--- src/design/plsu_pkg.sv ---
// plsu_pkg: shared constants, register codes and types of the lattice site update
// no dependencies

package plsu_pkg;

  localparam int MAX_HALF_SIZE = 512;

  localparam int PHASE_W    = 32;
  localparam int COORD_W    = 11;
  localparam int LANES      = 4;
  localparam int CFG_IDX_W  = 3;
  localparam int CFG_DATA_W = 19;
  localparam int HS_W       = 10;
  localparam int INNER_W    = 19;
  localparam int COEF_W     = 16;

  localparam int TERM_W  = 48;
  localparam int LANE_W  = 50;
  localparam int TOTAL_W = 52;

  // register indexes
  typedef enum logic [CFG_IDX_W-1:0] {
    CFG_HALF_SIZE   = 3'd0,
    CFG_INNER_R2    = 3'd1,
    CFG_SIN_COEF    = 3'd2,
    CFG_COS_COEF    = 3'd3,
    CFG_SIN2_COEF   = 3'd4,
    CFG_COS2_COEF   = 3'd5,
    CFG_STEP_SIZE   = 3'd6
  } cfg_idx_e;

  localparam logic [HS_W-1:0]    RST_HALF_SIZE = 10'd200;
  localparam logic [INNER_W-1:0] RST_INNER_R2  = 19'd0;
  localparam logic [COEF_W-1:0]  RST_SIN_COEF  = 16'd16384;
  localparam logic [COEF_W-1:0]  RST_COS_COEF  = 16'd6554;
  localparam logic [COEF_W-1:0]  RST_SIN2_COEF = 16'd0;
  localparam logic [COEF_W-1:0]  RST_COS2_COEF = 16'd0;
  localparam logic [COEF_W-1:0]  RST_STEP_SIZE = 16'd13107;

  // quarter turn, also 1.0 in q1.30
  localparam logic [PHASE_W-1:0] QUARTER = 32'h4000_0000;

  // odd polynomial for sine over a quarter turn, horner order
  localparam logic [30:0] PC9 = 31'd172272;
  localparam logic [30:0] HORNER_C [4] = '{31'd5026995, 31'd85569306,
                                           31'd693598668, 31'd1686629713};

  // 2^28 / (2 pi), radians to turns
  localparam logic signed [26:0] TURN_K = 27'sd42722830;

  typedef struct packed {
    logic signed [COEF_W-1:0] sin_c;
    logic signed [COEF_W-1:0] cos_c;
    logic signed [COEF_W-1:0] sin2_c;
    logic signed [COEF_W-1:0] cos2_c;
  } coef_t;

  typedef struct packed {
    logic [PHASE_W-1:0] ctr;
    logic [LANES-1:0]   mask;
    logic               dom;
  } side_t;

endpackage

--- src/design/plsu_merge.sv ---
// plsu_merge: sums the lanes, scales by dt and 1/(2 pi), adds to the center phase
// depends on plsu_pkg

module plsu_merge (
  input  logic                                clk_i,
  input  logic                                en_i,
  input  logic signed [plsu_pkg::LANE_W-1:0]  lane_sum_i [plsu_pkg::LANES],
  input  plsu_pkg::side_t                     side_i,
  input  logic [plsu_pkg::COEF_W-1:0]         step_i,
  output logic [plsu_pkg::PHASE_W-1:0]        new_phase_o,
  output logic                                in_domain_o
);

  logic signed [plsu_pkg::TOTAL_W-1:0] total_d, total_q;
  logic signed [54:0] sdt;
  logic signed [38:0] m_q;
  logic signed [45:0] ph_q;
  logic signed [47:0] pl_q;
  logic signed [65:0] full;
  plsu_pkg::side_t    side_q [3];
  logic [plsu_pkg::PHASE_W-1:0] phase_q;
  logic                         dom_q;

  always_comb begin
    total_d = '0;
    for (int k = 0; k < plsu_pkg::LANES; k++) begin
      if (side_i.mask[k]) begin
        total_d = total_d + plsu_pkg::TOTAL_W'(lane_sum_i[k]);
      end
    end
    // floor by 2^14 then times dt
    sdt  = $signed(total_q[plsu_pkg::TOTAL_W-1:14]) * $signed({1'b0, step_i});
    full = ($signed(66'(ph_q)) <<< 20) + 66'(pl_q);
  end

  always_ff @(posedge clk_i) begin
    if (en_i) begin
      total_q   <= total_d;
      side_q[0] <= side_i;
      m_q       <= sdt[54:16];
      side_q[1] <= side_q[0];
      // split m so each product stays narrow
      ph_q      <= $signed(m_q[38:20]) * plsu_pkg::TURN_K;
      pl_q      <= $signed({1'b0, m_q[19:0]}) * plsu_pkg::TURN_K;
      side_q[2] <= side_q[1];
      phase_q   <= side_q[2].dom ? side_q[2].ctr + full[57:26] : side_q[2].ctr;
      dom_q     <= side_q[2].dom;
    end
  end

  assign new_phase_o = phase_q;
  assign in_domain_o = dom_q;

endmodule

--- config.mk ---
export PLATFORM = sky130hd
export DESIGN_NAME = plsu_merge
export DESIGN_NICKNAME = d
export VERILOG_FILES = /design/src/design/plsu_pkg.sv /design/src/design/plsu_merge.sv
export SDC_FILE = /design/constraint.sdc
export NUM_CORES = 2
export LEC_CHECK = 0
export BUFFER_PORTS_ARGS = -buffer_cell sky130_fd_sc_hd__buf_4
export CAP_MARGIN = 40
export CORE_UTILIZATION = 50
export DETAILED_ROUTE_END_ITERATION = 10
export MAX_ROUTING_LAYER = met4
export PLACE_DENSITY = 0.67
export SYNTH_ARGS = -nofsm -noshare
export SYNTH_HDL_FRONTEND = slang
export SYNTH_SLANG_ARGS = --single-unit
export TNS_END_PERCENT = 10
--- constraint.sdc ---
create_clock -name clk_i -period 18.7 [get_ports clk_i]
set_clock_uncertainty 0.15 [all_clocks]
set_input_delay 1.87 -clock clk_i [delete_from_list [all_inputs] [get_ports clk_i]]
set_output_delay 1.87 -clock clk_i [all_outputs]
set_load 0.01 [all_outputs]
==> results.sh <==
export IMPL_yosysSeqAreaShare=0.142
export IMPL_critical_path_top_delay_family="compound AO/OA/AOI/OAI gates"
export IMPL_finalSetupViolCount=0
export IMPL_fin_cells=7762
export IMPL_clkLatencyLatePin_ps=580
export IMPL_routed_top_layer="met4"
export IMPL_holdBufCountCts=0
export IMPL_drive_above_1_share=0.0737
export IMPL_route_met2_wl_um=75100
export IMPL_dp_slack_ps=7910
export IMPL_core_sq_um=113000
export IMPL_synth_top_family_by_area="adder cells"
export IMPL_synth_seq_cells=271
export IMPL_synth_compound_area_share=0.114
export IMPL_synth_flop_cell="edfxtp_1"
export IMPL_cts_buffers=35
export IMPL_ant_nets=0
export IMPL_dr_wl_met3_um=8970
export IMPL_fp_dieH_um=340
export IMPL_syn_cell_area_sq_um=57200
export IMPL_synthAdderAreaFrac=0.470
export IMPL_layout_setup_ws_ps=8250
export IMPL_max_freq_ghz=0.0957
export IMPL_arrival_ps=10600
export IMPL_grt_pass1_wl_um=242000
export IMPL_postSynthAreaPerCell_sq_um=9.39
export IMPL_io_pins=288
export IMPL_drv_slew=0
export IMPL_antenna_found_initial=9
export IMPL_die_width_um=340
export IMPL_rows=123
export IMPL_whs_ps=254
export IMPL_synth_xor_area_share=0.0444
export IMPL_synth_top_area_cell="fa_1"
export IMPL_finalCritPeriodShare=0.559
export IMPL_post_drt_wl_per_cell_um=19.5
export IMPL_dp_cells=7688
export IMPL_gr_total_overflow=0
export IMPL_ys_warn_count=0
export IMPL_final_cell_mix="inv_1, fa_1, ha_1"
export IMPL_rsz0062_at_grt="no"
export IMPL_worstSetupPathType="in2reg"
export IMPL_crit_path_start_kind="input port"
export IMPL_post_cts_resized=0
export IMPL_synth_top_cell_area_share=0.304
export IMPL_drv_cap=0
export IMPL_worstMarginPinSlew_ps=1010
export IMPL_die_area_sq_um=116000
export IMPL_reg2regPathDepth=23
export IMPL_ys_top_cells_by_area="fa_1, ha_1, edfxtp_1"
export IMPL_cts_buffer_depth=3
export IMPL_postCtsSetupBuffers=0
export IMPL_place_congestion=0.969
export IMPL_grt_pass1_vias=45300
export IMPL_vias=43300
export IMPL_area_growth_pct=7.99
export IMPL_clock_sinks=271
export IMPL_slowest_stage="a211oi_1"
export IMPL_synth_edf_count=271
export IMPL_cp_depth=34
export IMPL_path_buf_inv=4
export IMPL_wl_met1_um=62100
export IMPL_final_common_cell="inv_1"
export IMPL_hold_depth=0
export IMPL_drt_initial_drc_count=2486
export IMPL_status="finished clean"
export IMPL_syn_inst=6096
export IMPL_slew_limit_headroom=0.324
export IMPL_critPathMaxStageDelay_ps=660
export IMPL_start_util=0.507
export IMPL_port_buffers=287
export IMPL_grt_max_degree=177
export IMPL_firstDrtPassIters=6
export IMPL_synthArstFlopShare=0
export IMPL_routed_wl_um=151000
export IMPL_synthMuxAreaShare=0.0170
export IMPL_syn_num_nets=7974
export IMPL_synth_simple_gate_area_frac=0.123
export IMPL_cts_tree="built"
export IMPL_ys_types=86
export IMPL_layout_nets=8103
export IMPL_vias_per_cell=5.58
export IMPL_drc_errors=0
export IMPL_critPathMaxFanout=29
export IMPL_cts_max_level=2
export IMPL_hp_class="reg2reg"
export IMPL_path_clk_slew_ps=60
export IMPL_gr_usage_all_layers=0.272
export IMPL_dp_hpwl_um=124000
export IMPL_setup_tns_ps=0
export IMPL_hold_viol=0
export IMPL_cts_root_buf="clkbuf_16"
export IMPL_cp_required_ps=18850
export IMPL_cp_end_kind="flop"
export IMPL_layout_min_cycle_time_ps=10450
[sequential cells by signal (all words and copies together), names as in the netlist]
signal,cells
total_q,38
in_domain_o,1
new_phase_o,32
side_q,99
m_q,39
ph_q,37
pl_q,25
[metrics by stage]
step                instance area, sq um  utilization
CTS                                61800        0.547
global route                       61800        0.547
floorplan                          57200            -
finish                             61800        0.547
detailed placement                 60600        0.536
global placement                   60500        0.536
[per-layer routing]
metal  global-route usage  vias up
met2                0.466     1385
met5                    -        -
met1                0.333    21500
met4               0.0860        0
met3               0.0327      310
li1                     -    20200
[worst paths after layout]
check | start | to | slack, ps
setup / recovery | side_i[1] | total_q[47] | 8250
hold / removal | side_q[0][27] | side_q[0][64] | 250
setup reg to reg | total_q[27] | m_q[35] | 10230
hold reg to reg | side_q[0][27] | side_q[0][64] | 250
[layout make-up]
class | count | area (sq um)
fillers | 10200 | 51200
repair buffers | 300 | 2290
well taps | 1500 | 1880
multi-input cells | 4473 | 44000
clock buffers | 38 | 887
flip-flops and latches | 271 | 8140
inverters | 1144 | 4290
diodes | 11 | 27.5
clock inverters | 25 | 295
[cells by family after synthesis]
group | after synthesis
AOI/OAI and AO/OA | 1005
DFF | 271
muxes | 88
adders and majority gates | 1627
and+or+nand+nor | 1463
xor gates and xnor gates | 290
buffers and inverters | 1352
[synth_stat cells (14+ instances only)]
master,n
nor2b_1,39
ha_1,753
nand4_1,36
nand2_1,608
a21oi_1,303
or3_1,14
clkbuf_1,188
and3_1,40
mux2i_1,18
o21ai_0,172
nand3_1,78
o211ai_1,24
nor2_1,208
a211oi_1,40
o31ai_1,21
xor2_1,92
inv_1,1144
o21a_1,44
xnor2_1,198
nand2b_1,35
o21bai_1,35
a21o_1,148
edfxtp_1,271
and2_1,289
fa_1,870
a31oi_1,33
nor3_1,54
mux2_2,69
Power is not shown: default switching activity piles up to over one toggle a cycle in this logic, so the estimate is an artifact.
